===== config.mk =====
export PLATFORM = sky130hd
export DESIGN_NAME = pair_distance_threshold_accuracy_flat
export DESIGN_NICKNAME = d
export VERILOG_FILES = /design/src/pdta_pkg.sv /design/src/pdta_if.sv /design/src/pdta_front.sv /design/src/pdta_queue.sv /design/src/pdta_back.sv /design/src/pair_distance_threshold_accuracy.sv /design/src/flat_wrapper.sv
export SDC_FILE = /design/constraint.sdc
export NUM_CORES = 1
export LEC_CHECK = 0
export ABC_AREA = 1
export ABC_CLOCK_PERIOD_IN_PS = 15800
export BUFFER_PORTS_ARGS = -buffer_cell sky130_fd_sc_hd__buf_2
export CAP_MARGIN = 30
export CORE_ASPECT_RATIO = 0.9
export CORE_UTILIZATION = 30
export DETAILED_ROUTE_END_ITERATION = 8
export GPL_TIMING_DRIVEN = 1
export SYNTH_ARGS = -nofsm -noshare
export SYNTH_HDL_FRONTEND = slang
export SYNTH_SLANG_ARGS = --single-unit

===== constraint.sdc =====
create_clock -name clk -period 15.8 [get_ports clk]
set_input_delay 0.79 -clock clk [delete_from_list [all_inputs] [get_ports clk]]
set_output_delay 0.79 -clock clk [all_outputs]
set_load 0.03 [all_outputs]

===== src/pdta_pkg.sv =====
// Shared types and constants for the pair distance threshold accuracy block.
// No dependencies; every other source file imports this package.
`default_nettype none

package pdta_pkg;

  localparam int ELEM_W    = 16;
  localparam int ABS_W     = 16;
  localparam int SQ_W      = 32;
  localparam int DIST_W    = 40;
  localparam int CNT_W     = 13;
  localparam int FRAC_W    = 17;
  localparam int MAX_PAIRS = 4096;

  localparam logic [CNT_W-1:0]  CNT_CAP      = CNT_W'(MAX_PAIRS > 8191 ? 8191 : MAX_PAIRS);
  localparam logic [DIST_W-1:0] DIST_MAX     = {DIST_W{1'b1}};
  localparam logic [DIST_W-1:0] MARGIN_RESET = DIST_W'(65536);

  // Restoring division of correct * 2^16 by the pair count, one quotient bit a cycle.
  localparam int DIV_STEPS = 17;
  localparam int STEP_W    = 5;
  localparam int REM_W     = CNT_W + 1;

  // One finished pair, handed from the front part to the back part.
  typedef struct packed {
    logic              pair_correct;
    logic [DIST_W-1:0] distance_sq;
    logic [CNT_W-1:0]  correct_total;
    logic [CNT_W-1:0]  pair_total;
    logic              batch_done;
  } pair_rec_t;

endpackage

`default_nettype wire


===== src/pdta_if.sv =====
// Channel interfaces of the pair distance threshold accuracy block.
// Depends on pdta_pkg for field widths.
`default_nettype none

interface pdta_in_if;
  import pdta_pkg::*;
  logic                     valid;
  logic                     ready;
  logic signed [ELEM_W-1:0] elem_first;
  logic signed [ELEM_W-1:0] elem_second;
  logic                     pair_label;
  logic                     last_element;
  logic                     last_pair;

  modport source (output valid, elem_first, elem_second, pair_label, last_element, last_pair,
                  input ready);
  modport sink (input valid, elem_first, elem_second, pair_label, last_element, last_pair,
                output ready);
endinterface

interface pdta_out_if;
  import pdta_pkg::*;
  logic              valid;
  logic              ready;
  logic              pair_correct;
  logic [DIST_W-1:0] distance_sq;
  logic [CNT_W-1:0]  correct_total;
  logic              batch_done;
  logic [FRAC_W-1:0] accuracy_fraction;

  modport source (output valid, pair_correct, distance_sq, correct_total, batch_done,
                  accuracy_fraction, input ready);
  modport sink (input valid, pair_correct, distance_sq, correct_total, batch_done,
                accuracy_fraction, output ready);
endinterface

`default_nettype wire


===== src/pdta_front.sv =====
// Front part: difference, square, saturating accumulation, threshold test and counters.
// Depends on pdta_pkg and pdta_if; pushes one pair record per finished pair.
`default_nettype none

module pdta_front
  import pdta_pkg::*;
(
  input  wire logic              clk,
  input  wire logic              rst,
  input  wire logic [DIST_W-1:0] margin_threshold,
  pdta_in_if.sink                elems,
  output pair_rec_t              rec,
  output logic                   rec_valid,
  input  wire logic              rec_ready
);

  logic              s1_valid, s1_label, s1_last_el, s1_last_pr;
  logic [ABS_W-1:0]  s1_abs;
  logic              s2_valid, s2_label, s2_last_el, s2_last_pr;
  logic [SQ_W-1:0]   s2_sq;
  logic [DIST_W-1:0] distance_accum;
  logic [CNT_W-1:0]  pair_count, correct_count;

  logic                   adv, accept;
  logic signed [ELEM_W:0] diff;
  logic [ELEM_W:0]        diff_abs;
  logic [DIST_W:0]        sum;
  logic [DIST_W-1:0]      pair_dist;
  logic                   ok;
  logic [CNT_W-1:0]       pair_count_next, correct_count_next;

  // The pipeline holds whenever a finished pair cannot enter the queue.
  assign rec_valid   = s2_valid && s2_last_el;
  assign adv         = !rec_valid || rec_ready;
  assign elems.ready = adv;
  assign accept      = elems.valid && adv;

  assign diff     = (ELEM_W+1)'(elems.elem_first) - (ELEM_W+1)'(elems.elem_second);
  assign diff_abs = diff[ELEM_W] ? (ELEM_W+1)'(-diff) : (ELEM_W+1)'(diff);

  assign sum       = {1'b0, distance_accum} + {{(DIST_W+1-SQ_W){1'b0}}, s2_sq};
  assign pair_dist = sum[DIST_W] ? DIST_MAX : sum[DIST_W-1:0];
  assign ok        = s2_label ? (pair_dist <= margin_threshold)
                              : (pair_dist > margin_threshold);

  always_comb begin
    pair_count_next    = (pair_count < CNT_CAP) ? pair_count + 1'b1 : pair_count;
    correct_count_next = (ok && (correct_count < pair_count_next)) ? correct_count + 1'b1
                                                                   : correct_count;
  end

  assign rec.pair_correct  = ok;
  assign rec.distance_sq   = pair_dist;
  assign rec.correct_total = correct_count_next;
  assign rec.pair_total    = pair_count_next;
  assign rec.batch_done    = s2_last_pr;

  always_ff @(posedge clk) begin
    if (adv) begin
      s1_abs     <= diff_abs[ABS_W-1:0];
      s1_label   <= elems.pair_label;
      s1_last_el <= elems.last_element;
      s1_last_pr <= elems.last_pair;
      s2_sq      <= SQ_W'(s1_abs * s1_abs);
      s2_label   <= s1_label;
      s2_last_el <= s1_last_el;
      s2_last_pr <= s1_last_pr;
    end
  end

  always_ff @(posedge clk) begin
    if (rst) begin
      s1_valid       <= 1'b0;
      s2_valid       <= 1'b0;
      distance_accum <= '0;
      pair_count     <= '0;
      correct_count  <= '0;
    end else if (adv) begin
      s1_valid <= accept;
      s2_valid <= s1_valid;
      if (s2_valid) begin
        if (s2_last_el) begin
          distance_accum <= '0;
          if (s2_last_pr) begin
            pair_count    <= '0;
            correct_count <= '0;
          end else begin
            pair_count    <= pair_count_next;
            correct_count <= correct_count_next;
          end
        end else begin
          distance_accum <= pair_dist;
        end
      end
    end
  end

  a_correct_le_pairs: assert property (@(posedge clk) disable iff (rst)
    correct_count <= pair_count)
    else $error("correct count exceeds pair count");

  a_pairs_capped: assert property (@(posedge clk) disable iff (rst)
    pair_count <= CNT_CAP)
    else $error("pair count beyond its cap");

  a_stall_holds_accum: assert property (@(posedge clk) disable iff (rst)
    rec_valid && !rec_ready |=> $stable(distance_accum) && $stable(pair_count))
    else $error("accumulator moved while the queue was full");

endmodule

`default_nettype wire


===== src/pdta_queue.sv =====
// Short FIFO of pair records between the front and back parts.
// Depends on pdta_pkg for the record type.
`default_nettype none

module pdta_queue
  import pdta_pkg::*;
#(
  parameter int DEPTH = 4
) (
  input  wire logic clk,
  input  wire logic rst,
  input  pair_rec_t wr_rec,
  input  wire logic wr_valid,
  output logic      wr_ready,
  output pair_rec_t rd_rec,
  output logic      rd_valid,
  input  wire logic rd_ready
);

  localparam int PTR_W  = $clog2(DEPTH);
  localparam int FILL_W = $clog2(DEPTH + 1);

  pair_rec_t          entries [DEPTH];
  logic [PTR_W-1:0]   wr_ptr, rd_ptr;
  logic [FILL_W-1:0]  fill;
  logic               push, pop;

  assign wr_ready = (fill != FILL_W'(DEPTH));
  assign rd_valid = (fill != '0);
  assign rd_rec   = entries[rd_ptr];
  assign push     = wr_valid && wr_ready;
  assign pop      = rd_valid && rd_ready;

  always_ff @(posedge clk) begin
    if (push) begin
      entries[wr_ptr] <= wr_rec;
    end
  end

  always_ff @(posedge clk) begin
    if (rst) begin
      wr_ptr <= '0;
      rd_ptr <= '0;
      fill   <= '0;
    end else begin
      if (push) begin
        wr_ptr <= (wr_ptr == PTR_W'(DEPTH - 1)) ? '0 : wr_ptr + 1'b1;
      end
      if (pop) begin
        rd_ptr <= (rd_ptr == PTR_W'(DEPTH - 1)) ? '0 : rd_ptr + 1'b1;
      end
      if (push && !pop) begin
        fill <= fill + 1'b1;
      end else if (pop && !push) begin
        fill <= fill - 1'b1;
      end
    end
  end

endmodule

`default_nettype wire


===== src/pdta_back.sv =====
// Back part: passes pair results to the output register and, at the end of a batch,
// runs a bit-serial divider for the accuracy. Depends on pdta_pkg and pdta_if.
`default_nettype none

module pdta_back
  import pdta_pkg::*;
(
  input  wire logic clk,
  input  wire logic rst,
  input  pair_rec_t rec,
  input  wire logic rec_valid,
  output logic      rec_ready,
  pdta_out_if.source res
);

  localparam logic [1:0] ST_IDLE = 2'd0;
  localparam logic [1:0] ST_DIV  = 2'd1;
  localparam logic [1:0] ST_FIN  = 2'd2;

  logic [1:0]        state;
  logic [STEP_W-1:0] step;
  logic [REM_W-1:0]  rem;
  logic [FRAC_W-1:0] quot;
  pair_rec_t         work;

  logic              out_valid;
  logic              out_free;
  logic              take_plain;
  logic [REM_W-1:0]  divisor;
  logic              bit_set;
  logic [REM_W-1:0]  rem_sub;

  assign out_free   = !out_valid || res.ready;
  assign take_plain = (state == ST_IDLE) && rec_valid && !rec.batch_done && out_free;
  assign rec_ready  = (state == ST_IDLE) && (rec.batch_done || out_free);

  assign divisor = {1'b0, work.pair_total};
  assign bit_set = (rem >= divisor);
  assign rem_sub = bit_set ? rem - divisor : rem;

  assign res.valid = out_valid;

  always_ff @(posedge clk) begin
    if (rst) begin
      state     <= ST_IDLE;
      out_valid <= 1'b0;
      step      <= '0;
    end else begin
      // A new beat takes the output register when it is free; otherwise a taken beat
      // leaves it empty.
      if (take_plain || ((state == ST_FIN) && out_free)) begin
        out_valid <= 1'b1;
      end else if (res.ready) begin
        out_valid <= 1'b0;
      end
      unique case (state)
        ST_IDLE: begin
          if (rec_valid && rec.batch_done) begin
            step  <= '0;
            state <= ST_DIV;
          end
        end
        ST_DIV: begin
          step <= step + 1'b1;
          if (step == STEP_W'(DIV_STEPS - 1)) begin
            state <= ST_FIN;
          end
        end
        ST_FIN: begin
          if (out_free) begin
            state <= ST_IDLE;
          end
        end
        default: begin
          state <= ST_IDLE;
        end
      endcase
    end
  end

  always_ff @(posedge clk) begin
    case (state)
      ST_IDLE: begin
        if (take_plain) begin
          res.pair_correct      <= rec.pair_correct;
          res.distance_sq       <= rec.distance_sq;
          res.correct_total     <= rec.correct_total;
          res.batch_done        <= 1'b0;
          res.accuracy_fraction <= '0;
        end else if (rec_valid && rec.batch_done) begin
          work <= rec;
          rem  <= {1'b0, rec.correct_total};
          quot <= '0;
        end
      end
      ST_DIV: begin
        quot <= {quot[FRAC_W-2:0], bit_set};
        rem  <= {rem_sub[REM_W-2:0], 1'b0};
      end
      ST_FIN: begin
        if (out_free) begin
          res.pair_correct      <= work.pair_correct;
          res.distance_sq       <= work.distance_sq;
          res.correct_total     <= work.correct_total;
          res.batch_done        <= 1'b1;
          res.accuracy_fraction <= quot;
        end
      end
      default: begin
      end
    endcase
  end

  a_div_step_bound: assert property (@(posedge clk) disable iff (rst)
    state == ST_DIV |-> step < STEP_W'(DIV_STEPS))
    else $error("divider ran past its last step");

  a_quot_range: assert property (@(posedge clk) disable iff (rst)
    state == ST_FIN |-> quot <= FRAC_W'(65536))
    else $error("accuracy above one");

  a_divisor_nonzero: assert property (@(posedge clk) disable iff (rst)
    state == ST_DIV |-> work.pair_total != '0)
    else $error("division by a zero pair count");

endmodule

`default_nettype wire


===== src/pair_distance_threshold_accuracy.sv =====
// Top level of the pair distance threshold accuracy block.
// Depends on pdta_pkg, pdta_if, pdta_front, pdta_queue and pdta_back.
//
// Usage. Element beats arrive on the elems channel (valid/ready), one element of
// each embedding per beat, with last_element on the final element of a pair and
// last_pair alongside it on the final pair of a batch. For every beat carrying
// last_element one result beat leaves on the results channel: the saturated Q24.16
// squared distance, whether the pair was classified correctly against the margin,
// and the running count of correct pairs. The closing result of a batch also
// carries the Q1.16 accuracy, and the pair counters restart for the next batch.
// The user must write the margin through cfg_write_en/cfg_write_data only while the
// block is idle; the block itself does not enforce this. The margin resets to 1.0.
// Throughput is one element beat per cycle while the pair queue has room. A pair's
// result passes through the s1 and s2 pipeline registers, the pair queue and the
// output register. A batch's closing result also passes through the bit-serial
// divider; the pair queue in front of the divider lets element beats keep flowing
// meanwhile, and it fills when pairs keep finishing while the divider runs.
// When the receiver stalls, the output register holds its beat, the queue fills and
// the elems channel then drops ready. Reset (synchronous, active high) clears the
// accumulator, both counters, the queue and the output register.
`default_nettype none

module pair_distance_threshold_accuracy
  import pdta_pkg::*;
#(
  parameter int QUEUE_DEPTH = 4
) (
  input  wire logic              clk,
  input  wire logic              rst,
  input  wire logic              cfg_write_en,
  input  wire logic [DIST_W-1:0] cfg_write_data,
  pdta_in_if.sink                elems,
  pdta_out_if.source             results
);

  logic [DIST_W-1:0] margin_threshold;

  pair_rec_t front_rec, back_rec;
  logic      front_valid, front_ready;
  logic      back_valid, back_ready;

  // The single configuration register.
  always_ff @(posedge clk) begin
    if (rst) begin
      margin_threshold <= MARGIN_RESET;
    end else if (cfg_write_en) begin
      margin_threshold <= cfg_write_data;
    end
  end

  pdta_front u_front (
    .clk              (clk),
    .rst              (rst),
    .margin_threshold (margin_threshold),
    .elems            (elems),
    .rec              (front_rec),
    .rec_valid        (front_valid),
    .rec_ready        (front_ready)
  );

  pdta_queue #(
    .DEPTH (QUEUE_DEPTH)
  ) u_queue (
    .clk      (clk),
    .rst      (rst),
    .wr_rec   (front_rec),
    .wr_valid (front_valid),
    .wr_ready (front_ready),
    .rd_rec   (back_rec),
    .rd_valid (back_valid),
    .rd_ready (back_ready)
  );

  pdta_back u_back (
    .clk       (clk),
    .rst       (rst),
    .rec       (back_rec),
    .rec_valid (back_valid),
    .rec_ready (back_ready),
    .res       (results)
  );

endmodule

`default_nettype wire

===== src/flat_wrapper.sv =====
// flat-port wrapper written by rule: the top's interface ports become plain ports
module pair_distance_threshold_accuracy_flat import pdta_pkg::*;
#(
  parameter int QUEUE_DEPTH = 4
)
  (clk, rst, cfg_write_en, cfg_write_data, elems_valid, elems_elem_first, elems_elem_second, elems_pair_label, elems_last_element, elems_last_pair, elems_ready, results_valid, results_pair_correct, results_distance_sq, results_correct_total, results_batch_done, results_accuracy_fraction, results_ready);
  pdta_in_if elems_i ();
  pdta_out_if results_i ();
  input  wire logic clk;
  input  wire logic rst;
  input  wire logic cfg_write_en;
  input  wire logic [DIST_W-1:0] cfg_write_data;
  input wire logic [$bits(elems_i.valid)-1:0] elems_valid;
  input wire logic [$bits(elems_i.elem_first)-1:0] elems_elem_first;
  input wire logic [$bits(elems_i.elem_second)-1:0] elems_elem_second;
  input wire logic [$bits(elems_i.pair_label)-1:0] elems_pair_label;
  input wire logic [$bits(elems_i.last_element)-1:0] elems_last_element;
  input wire logic [$bits(elems_i.last_pair)-1:0] elems_last_pair;
  output wire logic [$bits(elems_i.ready)-1:0] elems_ready;
  output wire logic [$bits(results_i.valid)-1:0] results_valid;
  output wire logic [$bits(results_i.pair_correct)-1:0] results_pair_correct;
  output wire logic [$bits(results_i.distance_sq)-1:0] results_distance_sq;
  output wire logic [$bits(results_i.correct_total)-1:0] results_correct_total;
  output wire logic [$bits(results_i.batch_done)-1:0] results_batch_done;
  output wire logic [$bits(results_i.accuracy_fraction)-1:0] results_accuracy_fraction;
  input wire logic [$bits(results_i.ready)-1:0] results_ready;
  assign elems_i.valid = elems_valid;
  assign elems_i.elem_first = elems_elem_first;
  assign elems_i.elem_second = elems_elem_second;
  assign elems_i.pair_label = elems_pair_label;
  assign elems_i.last_element = elems_last_element;
  assign elems_i.last_pair = elems_last_pair;
  assign elems_ready = elems_i.ready;
  assign results_valid = results_i.valid;
  assign results_pair_correct = results_i.pair_correct;
  assign results_distance_sq = results_i.distance_sq;
  assign results_correct_total = results_i.correct_total;
  assign results_batch_done = results_i.batch_done;
  assign results_accuracy_fraction = results_i.accuracy_fraction;
  assign results_i.ready = results_ready;
  pair_distance_threshold_accuracy #(.QUEUE_DEPTH(QUEUE_DEPTH)) u_core (.clk(clk), .rst(rst), .cfg_write_en(cfg_write_en), .cfg_write_data(cfg_write_data), .elems(elems_i), .results(results_i));
endmodule

==> results.toml, run 1 <==
[die]
die_area_um2 = 123900
coreArea_um2 = 121300
start_util_pct = 30.31
die_h_um = 334.1
ios = 154
dieWidth_um = 371.0
rows = 121

[timing]
post-route-min-period_ns = 6.154
maxSlewHeadroom_pct = 33.16
tns_ns = 0
hold_violations = 0
setup_viol = 0
worstMarginPinSlew_ns = 1.003
max_freq_mhz = 162.5
grt_setup_unrepaired = "no"
skew_ns = 0.04436
post-route-period-util_pct = 38.95
maxSlewViolCount = 0

[logic_synthesis]
synth_edf_count = 495
seq_area_frac_synth_pct = 47.25
postSynthAreaPerCell_um2 = 9.458
synth_nets = 4358
ys_ff_latch = 620
yosysUniqueCellTypes = 64
ys.flop_type = "edfxtp_1"
mappedNetlistArea_um2 = 36760
synthCells = 3886
yosys_warnings = 0
async_flop_share_pct = 0

[worst_setup_path]
path_max_fanout = 16
crit_chain = "nand2_1 > fa_1 > fa_1 > inv_1 > fa_1 > inv_1 > fa_1 > inv_1 > fa_1 > inv_1 > fa_1 > inv_1 > ha_1 > nand2_1 > nand2_1 > a31oi_1 > nand3_1 > a21oi_1 > inv_1 > a21o_1 > a21oi_1 > xnor2_1"
startpoint_type = "register"
r2r_cells = 22
arrival_ns = 6.50
crit_type = "reg -> reg"
critPathCaptureType = "register"
crit_path_max_incr_delay_ns = 0.78
crit_slowest_cell = "edfxtp_1"
required_ns = 16.14

[route]
avgRoutedWirePerCell_um = 15.58
drc_errors = 0
via_per_inst = 4.620
wirelength_um = 88060
drt.antenna.violating_nets = 0
vias = 26110
drt-initial-drc-count = 2174
dr.pass1.iters = 6

[cts]
cts_tree = "built"
cts_root_buffer = "clkbuf_16"
cts.hold.buffers_added = 0
clk_pin_slew_worst_paths_ns = 0.06
clockBufferDepth = 3
cts.sinks = 620
cts_htree_levels = 3
post_cts_resized = 0
numCtsBuffers = 68
cts_setup_buffers = 0
insertion_delay_ns = 0.64

[place]
dp_hpwl_um = 62990
gp_congestion = 0.9574
port_buffers = 153

[cells_and_area]
drive_gt1_share_pct = 9.672
finish.utilization_pct = 34.24
diodes = 0
area_delta_synth_final_pct = 12.96
fillerInstances = 12200
fin_nets = 4470

[job]
max_cap_viol_count = 0

[grt]
grt_max_degree = 77
grt_pass1_vias = 25150
grt_pass1_wl_um = 139400
antenna_found_initial = 2
grt_usage_pct = 14.10
grt.overflow.total = 0

[worst_hold_path]
hp-class = "reg -> reg"
whs_path_depth = 0

[outcome]
status = "completed"
==> worst paths after layout <==
path / from / end / slack (ns)
setup / recovery: u_core.u_front.s1_abs[3] / u_core.u_front.s2_sq[30] / 9.65
setup reg to reg: u_core.u_front.s1_abs[3] / u_core.u_front.s2_sq[30] / 9.65
hold reg to reg: u_core.u_front.s1_last_el / u_core.u_front.s2_last_el / 0.38
hold / removal: u_core.u_front.s1_last_el / u_core.u_front.s2_last_el / 0.38
==> cells in the mapped netlist (3+ instances only) <==
library cell	number	area share (%)
nand3_1	118	1.6
xnor2_2	4	0.18
clkbuf_1	116	1.2
fa_1	169	9.2
nand3_4	8	0.38
and2_1	5	0.085
a21o_1	8	0.16
inv_2	4	0.041
nand3_2	9	0.25
nand2_2	27	0.46
dfxtp_1	125	6.8
ha_1	223	7.6
nand4_1	44	0.75
o21bai_1	14	0.29
o21ai_0	253	3.4
xor2_1	58	1.4
o22ai_1	55	0.94
buf_4	4	0.082
xnor2_1	38	0.91
nor3_1	22	0.30
nor4_1	6	0.10
o21ai_2	4	0.095
edfxtp_1	495	40
a22oi_1	6	0.12
a211oi_1	4	0.082
a21oi_2	4	0.095
o211ai_1	10	0.20
a31oi_1	6	0.10
buf_2	8	0.11
nand3b_1	5	0.10
nor2_2	4	0.068
a21oi_1	246	3.3
nor2_1	325	3.3
nand3b_4	3	0.16
or2_2	17	0.29
o21a_1	6	0.12
a21boi_0	3	0.061
o21ai_1	3	0.041
nand2_1	805	8.2
inv_1	590	6.0
buf_1	5	0.051
==> logic make-up (layout without fill, tap and decap cells) <==
kind of cell	Yosys count	count (layout)	share of synthesized area, %
mux	1	1	0.03064
buf+inv	731	898	7.629
simple gates	1408	1408	16.36
compound gates	634	634	9.467
xor+xnor	100	100	2.465
flops	620	620	47.25
fa+ha+maj	392	392	16.80
==> layout make-up <==
class,instances,area [um2],area share [%]
clock buffer,97,1951,4.698
sequential,620,17370,41.84
clock inverter,28,335.3,0.8077
inverter,595,2235,5.382
timing repair buffer,178,985.9,2.375
tap,1599,2001,4.819
multi-input combinational,2535,16640,40.08
==> worst max-delay path: cells and delay by family (launching register included) <==
kind            cells  cell delay, ns
buf+inv             6            0.33
compound gates      4            0.75
flops               1            0.78
fa+ha+maj           7            3.38
simple gates        4            0.53
xor+xnor            1            0.08
==> stage by stage <==
stage	setup slack (ns)	hold WS (ns)	std cells	instance area, um2
detailed placement	9.660	0.4045	5526	39200
CTS	9.642	0.3754	5651	41490
global placement	9.754	0.4036	5525	39180
floorplan	8.568	0.4003	3886	36760
finish	9.646	0.3841	5652	41520
global route	9.245	0.3885	5652	41520
==> cell usage in the layout, fill, tap and decap left out, types with 7 or more instances in the layout <==
master       n
a21o_1       8
a21oi_1    246
buf_2      153
buf_4       23
clkbuf_1    15
clkbuf_16   68
clkbuf_8    14
clkinv_2     7
dfxtp_1    123
edfxtp_1   495
fa_1       169
ha_1       223
inv_1      587
nand2_1    804
nand2_2     28
nand3_1    118
nand3_2      9
nand3_4      8
nand4_1     44
nor2_1     320
nor3_1      21
o211ai_1    10
o21ai_0    253
o21bai_1    14
o22ai_1     54
or2_2       17
xnor2_1     38
xor2_1      58
==> sequential cells by signal, summed over array words and instances (netlist names), 2 cells and up, named ones only <==
register and count:
u_core.u_back.rem 14, u_core.u_front.s1_abs 16, u_core.u_back.res.correct_total 13, u_core.u_queue.wr_ptr 2
u_core.u_back.state 2, u_core.margin_threshold 40, u_core.u_back.res.accuracy_fraction 17, u_core.u_back.divisor 13
u_core.u_queue.fill 3, u_core.u_back.work 54, u_core.u_queue.entries 272, u_core.u_front.pair_count 13
u_core.u_front.s2_sq 31, u_core.u_front.correct_count 13, u_core.u_queue.rd_ptr 2, u_core.u_front.distance_accum 40
u_core.u_back.step 5, u_core.u_back.res.distance_sq 40, u_core.u_back.quot 17
==> layer usage <==
metal	wire length, um	GRT usage [%]	part of all wire, %	up-vias
met5	13	0	0.015	-
met4	1743	3.406	2.0	2
met3	4921	2.094	5.6	107
met2	37060	21.17	42	620
met1	44320	21.07	50	12370
li1	-	-	-	13020
Power of run 1 is left out: the tool's default activity adds up to more than one toggle a clock period on the data nets, which glitch-free logic cannot reach.
==> run 2: changes to the inputs <==
--- a/config.mk
+++ b/config.mk
@@ -6,7 +6,7 @@
 export NUM_CORES = 1
 export LEC_CHECK = 0
 export ABC_AREA = 1
-export ABC_CLOCK_PERIOD_IN_PS = 15800
+export ABC_CLOCK_PERIOD_IN_PS = 6150
 export BUFFER_PORTS_ARGS = -buffer_cell sky130_fd_sc_hd__buf_2
 export CAP_MARGIN = 30
 export CORE_ASPECT_RATIO = 0.9
==> constraint.sdc (replaced) <==
create_clock -name clk -period 6.15 [get_ports clk]
set_input_delay 0.3075 -clock clk [delete_from_list [all_inputs] [get_ports clk]]
set_output_delay 0.3075 -clock clk [all_outputs]
set_load 0.03 [all_outputs]
==> run 2 against run 1 <==
Compared with the run above:
- register-to-register slack got worse by 9.4 ns
- non-clock buffer count increased by 64
- global-route usage about the same
- clock-buffer cell count decreased by 8
- utilization increased by 0.48 points
- worst hold slack got worse by 0.37 ns
==> results.toml, run 2 (synthesized netlist as in run 1, its figures left out) <==
[worst_setup_path]
path_max_fanout = 8
required_ns = 6.50
critPathCaptureType = "register"
arrival_ns = 6.23
crit_type = "reg -> reg"
startpoint_type = "register"

[timing]
maxSlewViolCount = 0
post-route-period-util_pct = 95.56
tns_ns = 0
grt_setup_unrepaired = "yes"
post-route-min-period_ns = 5.877
hold_violations = 0
maxSlewHeadroom_pct = 31.47
setup_slack_ns = 0.2731
max_freq_mhz = 170.2
setup_viol = 0
skew_ns = 0.04180
whs_ns = 0.01355
worstMarginPinSlew_ns = 1.017

[cells_and_area]
regArea_um2 = 17370
area_delta_synth_final_pct = 14.55
layout_commonest_cell = "nand2_1"
fin_nets = 4534
multiInputGateArea_um2 = 16690
top_regs = "u_core.u_queue.entries x272, u_core.u_back.work x54"
mostFrequentLayoutCells = "nand2_1, inv_1, edfxtp_1"
fillerInstances = 12220
finish.utilization_pct = 34.72
largest_reg_flops = 272
top_register = "u_core.u_queue.entries"
drive_gt1_share_pct = 10.35

[grt]
grt_pass1_wl_um = 140000
grt.overflow.total = 0
grt_usage_pct = 14.10
grt_pass1_vias = 25610
grt_max_degree = 85
antenna_found_initial = 3

[route]
vias = 26670
wirelength_um = 88220
drc_errors = 0
via_per_inst = 4.665
dr.pass1.iters = 6
avgRoutedWirePerCell_um = 15.43
drt-initial-drc-count = 1975
drt.antenna.violating_nets = 0

[cts]
cts_tree = "built"
clockBufferDepth = 3
cts_root_buffer = "clkbuf_16"
clk_pin_slew_worst_paths_ns = 0.07
numCtsBuffers = 68
insertion_delay_ns = 0.63
cts_htree_levels = 3
cts.sinks = 620

[die]
coreArea_um2 = 121300
die_h_um = 334.1
die_area_um2 = 123900
dieWidth_um = 371.0
start_util_pct = 30.31
ios = 154
rows = 121

[outcome]
status = "completed"

[place]
pre_cts_slack_ns = 0.07993
dp_hpwl_um = 63600
port_buffers = 153
gp_congestion = 0.9332

[worst_hold_path]
hp-class = "in -> reg"

[job]
max_cap_viol_count = 0
## run 2: cell count changes in the layout (fill, tap and decap cells not counted), sizes merged
cell,before,now
buf,178,212
clkbuf,97,89
clkinv,16,27
clkinvlp,2,3
diode,0,2
dlygate4sd3,0,30
inv,601,596
## run 2: stage by stage
| step | cells | area (um2) |
|---|---|---|
| final | 5717 | 42100 |
| after CTS | 5699 | 41910 |
| after detailed placement | 5545 | 39410 |
| after global placement | 5541 | 39310 |
| after floorplan | 3886 | 36760 |
| after global routing | 5715 | 42100 |
## run 2: cell type report
class | count | area share, %
flip-flops and latches | 620 | 41.26
repair buffers | 242 | 3.786
well taps | 1599 | 4.752
inverters | 595 | 5.307
multi-input cells | 2535 | 39.65
clock inverters | 35 | 0.8291
diodes | 2 | 0.01189
clock buffers | 89 | 4.407
## run 2: path summary, 6_finish.rpt
check	startpoint	end	slack [ns]	depth (start not counted)
max	u_core.u_front.s1_abs[4]	u_core.u_front.s2_sq[29]	0.27	21
min	cfg_write_data[9]	u_core.margin_threshold[9]	0.01	3
max reg2reg	u_core.u_front.s1_abs[4]	u_core.u_front.s2_sq[29]	0.27	21
min reg2reg	u_core.u_front.s1_last_el	u_core.u_front.s2_last_el	0.42	0
## run 2: layer usage
metal	global-route usage, %	routed length (um)
met1	21.07	44120
met2	21.47	37490
met3	2.078	5283
met4	2.846	1309
met5	0	13
## run 2: timing repair
action / CTS / global route
endpoints found under the hold margin: 28 / 0
resized for setup: 0 / 9
setup buffers: 0 / 15
setup endpoints to repair: 0 / 14
hold buffers: 30 / 0
## run 2: worst max-delay path: stages, from the launching register on
cell	delay, ns
edfxtp_1	0.54
buf_4	0.20
nand2_1	0.10
inv_1	0.07
fa_1	0.50
inv_1	0.05
fa_1	0.47
inv_1	0.05
fa_1	0.50
fa_1	0.51
fa_1	0.54
inv_1	0.05
fa_1	0.53
inv_1	0.04
ha_1	0.36
nand2_1	0.23
o21ai_0	0.13
a21oi_1	0.15
nand3_1	0.17
nand3_1	0.11
o2111ai_1	0.12
xor2_1	0.16
Power of run 2 is left out for the same reason.
